--- src/design/assert_macros.svh ---
// Assertion helpers, included by otbg_emit.
`ifndef ASSERT_MACROS_SVH
`define ASSERT_MACROS_SVH

// Checked on every clock edge outside reset.
`define OTBG_ASSERT(label, prop, msg) \
    label: assert property (@(posedge i_clk) disable iff (!i_rst_n) prop) else $error(msg);

// Checked on every clock edge, reset included.
`define OTBG_ASSERT_ALWAYS(label, prop, msg) \
    label: assert property (@(posedge i_clk) prop) else $error(msg);

`endif

--- src/design/otbg_pkg.sv ---
package otbg_pkg;

    localparam int MSG_MAX    = 9;
    localparam int FONT_WIDTH = 5;
    localparam int CNT_W      = $clog2(MSG_MAX + 1);

    localparam logic [7:0] FIRST_CHAR  = 8'd32;
    localparam logic [8:0] GLYPH_END   = 9'd129;
    localparam logic [8:0] FONT_W9     = 9'(FONT_WIDTH);
    localparam logic [7:0] FONT_W8     = 8'(FONT_WIDTH);
    localparam logic [6:0] HEIGHT_MAX  = 7'd64;

    localparam logic [7:0] CTRL_CMD    = 8'h00;
    localparam logic [7:0] CTRL_DATA   = 8'h40;
    localparam logic [7:0] COL_LOW     = 8'h00;
    localparam logic [7:0] COL_HIGH    = 8'h10;
    localparam logic [7:0] PAGE_ADDR   = 8'hB0;
    localparam logic [7:0] NIBBLE_MASK = 8'h0F;

    localparam logic OP_CHAR = 1'b0;
    localparam logic OP_ROW  = 1'b1;

    localparam logic [1:0] ST_OK       = 2'd0;
    localparam logic [1:0] ST_NO_GLYPH = 2'd1;
    localparam logic [1:0] ST_EDGE     = 2'd2;
    localparam logic [1:0] ST_ROW      = 2'd3;

    localparam logic [1:0] CFG_WIDTH   = 2'd0;
    localparam logic [1:0] CFG_HEIGHT  = 2'd1;
    localparam logic [1:0] CFG_OFFSET  = 2'd2;
    localparam logic [1:0] CFG_SPACING = 2'd3;

    localparam logic [7:0] RST_WIDTH   = 8'd128;
    localparam logic [6:0] RST_HEIGHT  = 7'd64;
    localparam logic [2:0] RST_OFFSET  = 3'd0;
    localparam logic [1:0] RST_SPACING = 2'd1;

    typedef struct packed {
        logic [MSG_MAX-1:0][7:0] bytes;
        logic [CNT_W-1:0]        count;
        logic                    byte_valid;
        logic [1:0]              status;
    } t_msg;

    // Five glyph columns, leftmost column in the top byte.
    function automatic logic [FONT_WIDTH*8-1:0] glyph_cols(input logic [6:0] g);
        logic [FONT_WIDTH*8-1:0] c;
        case (g)
            7'd0:  c = 40'h0000000000;
            7'd1:  c = 40'h00005F0000;
            7'd2:  c = 40'h0007000700;
            7'd3:  c = 40'h147F147F14;
            7'd4:  c = 40'h242A7F2A12;
            7'd5:  c = 40'h2313086462;
            7'd6:  c = 40'h3649552250;
            7'd7:  c = 40'h0005030000;
            7'd8:  c = 40'h001C224100;
            7'd9:  c = 40'h0041221C00;
            7'd10: c = 40'h082A1C2A08;
            7'd11: c = 40'h08083E0808;
            7'd12: c = 40'h0050300000;
            7'd13: c = 40'h0808080808;
            7'd14: c = 40'h0060600000;
            7'd15: c = 40'h2010080402;
            7'd16: c = 40'h3E5149453E;
            7'd17: c = 40'h00427F4000;
            7'd18: c = 40'h4261514946;
            7'd19: c = 40'h2141454B31;
            7'd20: c = 40'h1814127F10;
            7'd21: c = 40'h2745454539;
            7'd22: c = 40'h3C4A494930;
            7'd23: c = 40'h0171090503;
            7'd24: c = 40'h3649494936;
            7'd25: c = 40'h064949291E;
            7'd26: c = 40'h0036360000;
            7'd27: c = 40'h0056360000;
            7'd28: c = 40'h0008142241;
            7'd29: c = 40'h1414141414;
            7'd30: c = 40'h4122140800;
            7'd31: c = 40'h0201510906;
            7'd32: c = 40'h324979413E;
            7'd33: c = 40'h7E1111117E;
            7'd34: c = 40'h7F49494936;
            7'd35: c = 40'h3E41414122;
            7'd36: c = 40'h7F4141221C;
            7'd37: c = 40'h7F49494941;
            7'd38: c = 40'h7F09090101;
            7'd39: c = 40'h3E41415132;
            7'd40: c = 40'h7F0808087F;
            7'd41: c = 40'h00417F4100;
            7'd42: c = 40'h2040413F01;
            7'd43: c = 40'h7F08142241;
            7'd44: c = 40'h7F40404040;
            7'd45: c = 40'h7F0204027F;
            7'd46: c = 40'h7F0408107F;
            7'd47: c = 40'h3E4141413E;
            7'd48: c = 40'h7F09090906;
            7'd49: c = 40'h3E4151215E;
            7'd50: c = 40'h7F09192946;
            7'd51: c = 40'h4649494931;
            7'd52: c = 40'h01017F0101;
            7'd53: c = 40'h3F4040403F;
            7'd54: c = 40'h1F2040201F;
            7'd55: c = 40'h7F2018207F;
            7'd56: c = 40'h6314081463;
            7'd57: c = 40'h0304780403;
            7'd58: c = 40'h6151494543;
            7'd59: c = 40'h00007F4141;
            7'd60: c = 40'h0204081020;
            7'd61: c = 40'h41417F0000;
            7'd62: c = 40'h0402010204;
            7'd63: c = 40'h4040404040;
            7'd64: c = 40'h0001020400;
            7'd65: c = 40'h2054545478;
            7'd66: c = 40'h7F48444438;
            7'd67: c = 40'h3844444420;
            7'd68: c = 40'h384444487F;
            7'd69: c = 40'h3854545418;
            7'd70: c = 40'h087E090102;
            7'd71: c = 40'h081454543C;
            7'd72: c = 40'h7F08040478;
            7'd73: c = 40'h00447D4000;
            7'd74: c = 40'h2040443D00;
            7'd75: c = 40'h007F102844;
            7'd76: c = 40'h00417F4000;
            7'd77: c = 40'h7C04180478;
            7'd78: c = 40'h7C08040478;
            7'd79: c = 40'h3844444438;
            7'd80: c = 40'h7C14141408;
            7'd81: c = 40'h081414187C;
            7'd82: c = 40'h7C08040408;
            7'd83: c = 40'h4854545420;
            7'd84: c = 40'h043F444020;
            7'd85: c = 40'h3C4040207C;
            7'd86: c = 40'h1C2040201C;
            7'd87: c = 40'h3C4030403C;
            7'd88: c = 40'h4428102844;
            7'd89: c = 40'h0C5050503C;
            7'd90: c = 40'h4464544C44;
            7'd91: c = 40'h0008364100;
            7'd92: c = 40'h00007F0000;
            7'd93: c = 40'h0041360800;
            7'd94: c = 40'h08082A1C08;
            7'd95: c = 40'h081C2A0808;
            7'd96: c = 40'h0006090906;
            default: c = '0;
        endcase
        return c;
    endfunction

endpackage

--- src/design/otbg_out_if.sv ---
interface otbg_out_if;
    logic       valid;
    logic       ready;
    logic [7:0] out_byte;
    logic       byte_valid;
    logic [1:0] status;
    logic       last_of_message;

    modport source (output valid, output out_byte, output byte_valid, output status,
                    output last_of_message, input ready);
    modport sink   (input valid, input out_byte, input byte_valid, input status,
                    input last_of_message, output ready);
endinterface

--- src/design/otbg_emit.sv ---
`include "assert_macros.svh"

module otbg_emit (
    input  logic             i_clk,
    input  logic             i_rst_n,
    input  logic             i_msg_valid,
    input  otbg_pkg::t_msg   i_msg,
    output logic             o_take,
    otbg_out_if.source       o_res
);

    logic [otbg_pkg::MSG_MAX-1:0][7:0] r_bytes;
    logic [otbg_pkg::CNT_W-1:0]        r_left;
    logic                              r_bvalid;
    logic [1:0]                        r_status;
    logic                              fire;
    logic                              is_last;

    assign is_last = (r_left == otbg_pkg::CNT_W'(1));
    assign fire    = o_res.valid && o_res.ready;
    assign o_take  = i_msg_valid && ((r_left == '0) || (is_last && o_res.ready));

    assign o_res.valid           = (r_left != '0);
    assign o_res.out_byte        = r_bytes[0];
    assign o_res.byte_valid      = r_bvalid;
    assign o_res.status          = r_status;
    assign o_res.last_of_message = is_last;

    always_ff @(posedge i_clk) begin
        if (!i_rst_n) begin
            r_left <= '0;
        end else if (o_take) begin
            r_left <= i_msg.count;
        end else if (fire) begin
            r_left <= r_left - otbg_pkg::CNT_W'(1);
        end
    end

    always_ff @(posedge i_clk) begin
        if (o_take) begin
            r_bytes  <= i_msg.bytes;
            r_bvalid <= i_msg.byte_valid;
            r_status <= i_msg.status;
        end else if (fire) begin
            r_bytes  <= r_bytes >> 8;
        end
    end

    `OTBG_ASSERT(a_take_shows, o_take |=> o_res.valid, "loaded request shows no result")
    `OTBG_ASSERT(a_msg_unbroken, fire && !is_last |=> o_res.valid, "message broken off early")
    `OTBG_ASSERT_ALWAYS(a_reject_single, o_res.valid && !r_bvalid |-> is_last && r_status != otbg_pkg::ST_OK, "rejection is not a single result")

endmodule

--- src/flat_wrapper.sv ---
// flat-port wrapper written by rule: the top's interface ports become plain ports
module otbg_emit_flat 
  (i_clk, i_rst_n, i_msg_valid, i_msg, o_take, o_res_valid, o_res_out_byte, o_res_byte_valid, o_res_status, o_res_last_of_message, o_res_ready);
  otbg_out_if o_res_i ();
  input  logic i_clk;
  input  logic i_rst_n;
  input  logic i_msg_valid;
  input  otbg_pkg::t_msg i_msg;
  output logic o_take;
  output wire logic [$bits(o_res_i.valid)-1:0] o_res_valid;
  output wire logic [$bits(o_res_i.out_byte)-1:0] o_res_out_byte;
  output wire logic [$bits(o_res_i.byte_valid)-1:0] o_res_byte_valid;
  output wire logic [$bits(o_res_i.status)-1:0] o_res_status;
  output wire logic [$bits(o_res_i.last_of_message)-1:0] o_res_last_of_message;
  input wire logic [$bits(o_res_i.ready)-1:0] o_res_ready;
  assign o_res_valid = o_res_i.valid;
  assign o_res_out_byte = o_res_i.out_byte;
  assign o_res_byte_valid = o_res_i.byte_valid;
  assign o_res_status = o_res_i.status;
  assign o_res_last_of_message = o_res_i.last_of_message;
  assign o_res_i.ready = o_res_ready;
  otbg_emit u_core (.i_clk(i_clk), .i_rst_n(i_rst_n), .i_msg_valid(i_msg_valid), .i_msg(i_msg), .o_take(o_take), .o_res(o_res_i));
endmodule
--- config.mk ---
export PLATFORM = sky130hd
export DESIGN_NAME = otbg_emit_flat
export DESIGN_NICKNAME = d
export VERILOG_FILES = /design/src/design/otbg_pkg.sv /design/src/design/otbg_out_if.sv /design/src/design/otbg_emit.sv /design/src/flat_wrapper.sv
export VERILOG_INCLUDE_DIRS = /design/src /design/src/design
export SDC_FILE = /design/constraint.sdc
export NUM_CORES = 1
export LEC_CHECK = 0
export ABC_AREA = 1
export BUFFER_PORTS_ARGS = -buffer_cell sky130_fd_sc_hd__buf_2
export CORE_ASPECT_RATIO = 1.25
export CORE_MARGIN = 1
export CORE_UTILIZATION = 39
export CTS_CLUSTER_SIZE = 25
export DETAILED_ROUTE_END_ITERATION = 7
export PLACE_DENSITY = 0.65
export SKIP_CTS_REPAIR_TIMING = 1
export SLEW_MARGIN = 40
export SYNTH_ARGS = -nofsm -noshare
export SYNTH_HDL_FRONTEND = slang
export SYNTH_SLANG_ARGS = --single-unit
export TNS_END_PERCENT = 50
--- constraint.sdc ---
create_clock -name i_clk -period 4 [get_ports i_clk]
set_clock_uncertainty 0.15 [all_clocks]
set_input_delay 0.2 -clock i_clk [delete_from_list [all_inputs] [get_ports i_clk]]
set_output_delay 0.2 -clock i_clk [all_outputs]
set_load 0.02 [all_outputs]
# --- Word-level counts from Yosys, hierarchy flattened ---
# Index checks and enable logic that the tools add are counted.
classes:
  eq_ne: 1
  reduce_logical: 7
  bitwise: 0
  n_addsub: 1
  order_cmp: 0
  shifts: 0
  n_div: 0
  muxes: 4
  multipliers: 0
op_table:
  columns: ["cell", "n"]
  rows:
  - ["2-to-1 mux 72 bit", 2]
  - ["2-to-1 mux 4 bit", 2]
  - ["equality test 4 x 1 -> 1 bit, second input constant", 1]
  - ["logical NOT 4 bit", 1]
  - ["nonzero test 4 bit", 1]
  - ["subtractor 4 x 1 -> 4 bit, second input constant", 1]
  - ["logical AND 1 bit", 3]
  - ["nonzero test 2 bit", 1]
  - ["logical OR 1 bit", 1]
totals:
  mem_bits_ro: 0
  mem_count: 0
  latchBits: 0
  word_cells: 25
  ram_bits: 0
  output_inout_bits: 14
  regBits: 79

# --- Depth between registers and ports, before layout ---
depth:
  depth_word: 5
  ltp_mapped: 9
  ltp_nobuf: 8

# --- Worst setup path before layout ---
# OpenSTA, ideal clock, no wires.
synth_timing:
  kind: "register to register"
  startpoint: "register u_core.r_left[0] (netlist name)"
  endpoint: "register u_core.r_left[1] (netlist name)"
  path_stages_with_launch: 8
  path_buffers: 0
  arrival_time_ns: 3.165
  setup_time_ns: 0.126
  t_required_ns: 3.724
  setup_slack_ns: 0.559
  cell_sequence: "dfxtp_1 inv_1 ha_1 nand2_4 o21ai_2 inv_1 nand2_1 a21oi_1"
synth_between:
  word_cells_on_any_way: 11
synth_lines:
  columns: ["item", "line_no", "source"]
  rows:
  - ["start: declaration", "otbg_emit.sv:13", "logic [otbg_pkg::CNT_W-1:0] r_left;"]
  - ["start signal: assignment", "otbg_emit.sv:33", "r_left <= i_msg.count;"]
  - ["start signal: assignment", "otbg_emit.sv:35", "r_left <= r_left - otbg_pkg::CNT_W'(1);"]
  - ["nonzero test 4 bit", "otbg_emit.sv:23", "assign o_res.valid = (r_left != '0);"]
  - ["named net o_res_valid", "flat_wrapper.sv:10", "output wire logic [$bits(o_res_i.valid)-1:0] o_res_valid;"]
  - ["logical AND 1 bit", "otbg_emit.sv:20", "assign fire = o_res.valid && o_res.ready;"]
  - ["nonzero test 2 bit (no line)", null, null]
# The timed path passes the listed nets, and every way through them passes these cells. The select of a mux whose other input is x is not followed.
# A chain may end at the register's enable or synchronous reset.

# --- Worst setup path after layout ---
layout_timing:
  startpoint: "register u_core.r_left[0] (netlist name)"
  endpoint: "output port o_take"
layout_between:
  elab_chain_cells: 4
  word_cells_on_any_way: 5
layout_lines:
  columns: ["item", "line_no", "source"]
  rows:
  - ["equality test 4 x 1 -> 1 bit", "otbg_emit.sv:19", "assign is_last = (r_left == otbg_pkg::CNT_W'(1));"]
  - ["logical AND 1 bit", "otbg_emit.sv:21", "assign o_take = i_msg_valid && ((r_left == '0) || (is_last && o_res.ready));"]
  - ["logical OR 1 bit *", "otbg_emit.sv:21", null]
  - ["logical AND 1 bit *", "otbg_emit.sv:21", null]
  - ["end: declaration", "flat_wrapper.sv:9", "output logic o_take;"]
# Every way passes the cells marked *; elsewhere a longest branch is shown, timed or not.

==> results_dict.tcl <==
set metrics [dict create \
    i_o_pins 97 \
    worst_ep_arrival_time_ns 2.09 \
    grt_overflow 0 \
    worst_hold_path.endpoint "u_core.r_bytes[22]" \
    worst_hold_slack_ns -0.0227 \
    root_buffer "sky130_fd_sc_hd__clkbuf_8" \
    crit_family "compound AO/OA/AOI/OAI gates" \
    detailroute.via_count 2752 \
    ys.warnings.count 0 \
    grt_max_degree 77 \
    num_rows 38 \
    cp.buffers_inverters 2 \
    core_region_area_um2 8750 \
    layout.filler_cells 827 \
    finalWirelength_um 7100 \
    cts_buffers 9 \
    die_area_um2 9460 \
    insertion_delay_ns 0.34 \
    worst-endpoint-required_ns 3.65 \
    fin_crit_sh_pct 61.1 \
    failed_checks "hold timing" \
    holdCritPathClass "in -> reg" \
    drive_gt1_share_pct 23.6 \
    numClockSinks 79 \
    critical_path_peak_fanout 28 \
    final-setup-viol-count 0 \
    worst-setup-path-type "reg -> out" \
    ff2ff_path_depth 8 \
    cp-start-kind "flop" \
    worst_path_largest_cell_delay_ns 0.65 \
    area.growth.synth_to_final_pct 34.7 \
    hold_viol 10 \
    count_of_cell_types_in_the_netlist 20 \
    worst_setup_slack_for_register_to_register_paths_ns 1.69 \
    vdd_drop_max_uv 277 \
    placed_cell_area_um2 4060 \
    postSynthAreaPerCell_um2 9.88 \
    relSlewSlack_pct 47.0 \
    synth-seq-cells 79 \
    grt_pass1_wl_um 10300 \
    yosysSeqAreaShare_pct 65.9 \
    initial_utilization_pct 40.4 \
    crit_path_cell_trace "inv_1, ha_1, nand2_4, a21oi_4, buf_2" \
    clkTransAtPathRegs_ns 0.08 \
    worst_hold_path.num_cells 3 \
    nNetsFinal 586 \
    dieWidth_um 87.2 \
    clock.fmax_mhz 409 \
    antenna_left 0 \
    synth_area_um2 3540 \
    critical_path.slowest_cell "sky130_fd_sc_hd__a21oi_4" \
    fin_setup_tns_ns 0 \
    first_global_vias 2451 \
    chipHeight_um 108 \
    wire_per_inst_um 11.4 \
    grt_setup_unrepaired "no" \
    dp_hpwl_um 4180 \
    tightest_slew_ns 0.793 \
    drt-initial-drc-count 146 \
    design_area_um2 4760 \
    worstReg2RegStart "u_core.r_left[0]" \
    antenna_found_initial 0 \
    cap_viol_max_count 0 \
    commonest_cells_after_routing_fill_and_taps_aside "sky130_fd_sc_hd__nand2_1 (204), sky130_fd_sc_hd__buf_2 (96), sky130_fd_sc_hd__edfxtp_1 (75)" \
    outcome "finished with violations" \
    synth_nets 443 \
    power.total_mw 3.57 \
    tritoncts "done" \
    min-delay-start "i_msg[29]" \
    synthesis.instances 358 \
    power_leakage_nw 2.23 \
    antenna-diode-count 0 \
    timing.rr.end "u_core.r_bytes[23]" \
    vias_per_cell 4.40 \
    htree_levels 3 \
    critPathCaptureType "output port" \
    drcViolationCount 0 \
    layout_commonest_cell "sky130_fd_sc_hd__nand2_1" \
    number_of_buffers_on_the_longest_clock_path 2 \
    port-buffer-count 96 \
    gp_congestion 0.761 \
    drt-pass1-iter-count 6 \
    finalCriticalPeriod_ns 2.44 \
    power_density_nw_per_um2 750 \
    grtUsageTotal_pct 14.4 \
    final-max-slew-violation-count 0 \
]
-- cells in the mapped netlist --
cell	count	area, µm²
sky130_fd_sc_hd__nand2_1	205	769
sky130_fd_sc_hd__edfxtp_1	75	2250
sky130_fd_sc_hd__inv_1	18	67.6
sky130_fd_sc_hd__buf_4	15	113
sky130_fd_sc_hd__nor2_1	12	45.0
sky130_fd_sc_hd__nand3_1	7	35.0
sky130_fd_sc_hd__buf_2	5	25.0
sky130_fd_sc_hd__dfxtp_1	4	80.1
sky130_fd_sc_hd__a21oi_1	3	15.0
sky130_fd_sc_hd__buf_6	3	33.8
sky130_fd_sc_hd__ha_1	2	25.0
sky130_fd_sc_hd__a21oi_2	1	8.76
sky130_fd_sc_hd__nand2_2	1	6.26
sky130_fd_sc_hd__nand2_4	1	11.3
sky130_fd_sc_hd__nand3_2	1	10.0
sky130_fd_sc_hd__nand4_1	1	6.26
sky130_fd_sc_hd__nor2_4	1	11.3
sky130_fd_sc_hd__o21ai_0	1	5.00
sky130_fd_sc_hd__o21ai_2	1	8.76
sky130_fd_sc_hd__xnor2_1	1	8.76
-- metal layers --
metal | up-vias | part of all wire (%) | track usage (%)
met3 | 9 | 5.2 | 3.44
met5 | - | 0 | 0
li1 | 1415 | - | -
met2 | 92 | 50 | 24.9
met1 | 1236 | 43 | 16.6
met4 | 0 | 1.2 | 7.38
-- where the power goes --
part	switching (mW)	total, mW	internal (mW)	leakage (nW)
clock	0.266	0.483	0.217	0.0810
combinational	0.926	1.38	0.454	1.38
sequential	0.117	1.71	1.59	0.771
total	1.31	3.57	2.27	2.23
-- registers in the layout, indices dropped and copies added, names as in the netlist --
signal	flops
u_core.r_bytes	64
u_core.o_res.out_byte	8
u_core.r_left	4
u_core.o_res.status	2
u_core.o_res.byte_valid	1
-- kinds of logic after synthesis --
family	count (synthesis)	share of synthesized area (%)
buffers and inverters	41	6.76
XOR/XNOR	1	0.248
AO/OA/AOI/OAI	6	1.06
AND/OR/NAND/NOR	229	25.3
flip-flops	79	65.9
adder cells (fa/ha/maj)	2	0.707
-- worst min-delay path: stages --
cell and delay, ns:
sky130_fd_sc_hd__buf_2 0.08, sky130_fd_sc_hd__nand2_1 0.05, sky130_fd_sc_hd__nand2_1 0.05
-- final cells by class --
type	count	area, µm²	area share (%)
sequential	79	2330	48.9
timing repair buffer	155	1080	22.6
multi-input combinational	238	983	20.6
tap	120	150	3.15
clock buffer	10	128	2.68
inverter	18	67.6	1.42
clock inverter	5	26.3	0.551
-- worst max path at each step --
stage                           from            endpoint  cells past startpoint
floorplan           u_core.r_left[0]    u_core.r_left[1]                      7
global placement    u_core.r_left[0]    u_core.r_left[1]                      9
detailed placement  u_core.r_left[0]  u_core.r_bytes[31]                      8
CTS                 u_core.r_left[0]              o_take                      5
global route        u_core.r_left[0]              o_take                      5
finish              u_core.r_left[0]              o_take                      5
-- metrics by stage --
step	utilization, %	worst slack, ns	cells
floorplan	-	0.559	358
global placement	46.4	1.68	555
detailed placement	46.4	1.67	555
CTS	48.2	1.54	570
global route	54.5	1.42	625
finish	54.5	1.56	625
(Power assumes the default switching activity.)
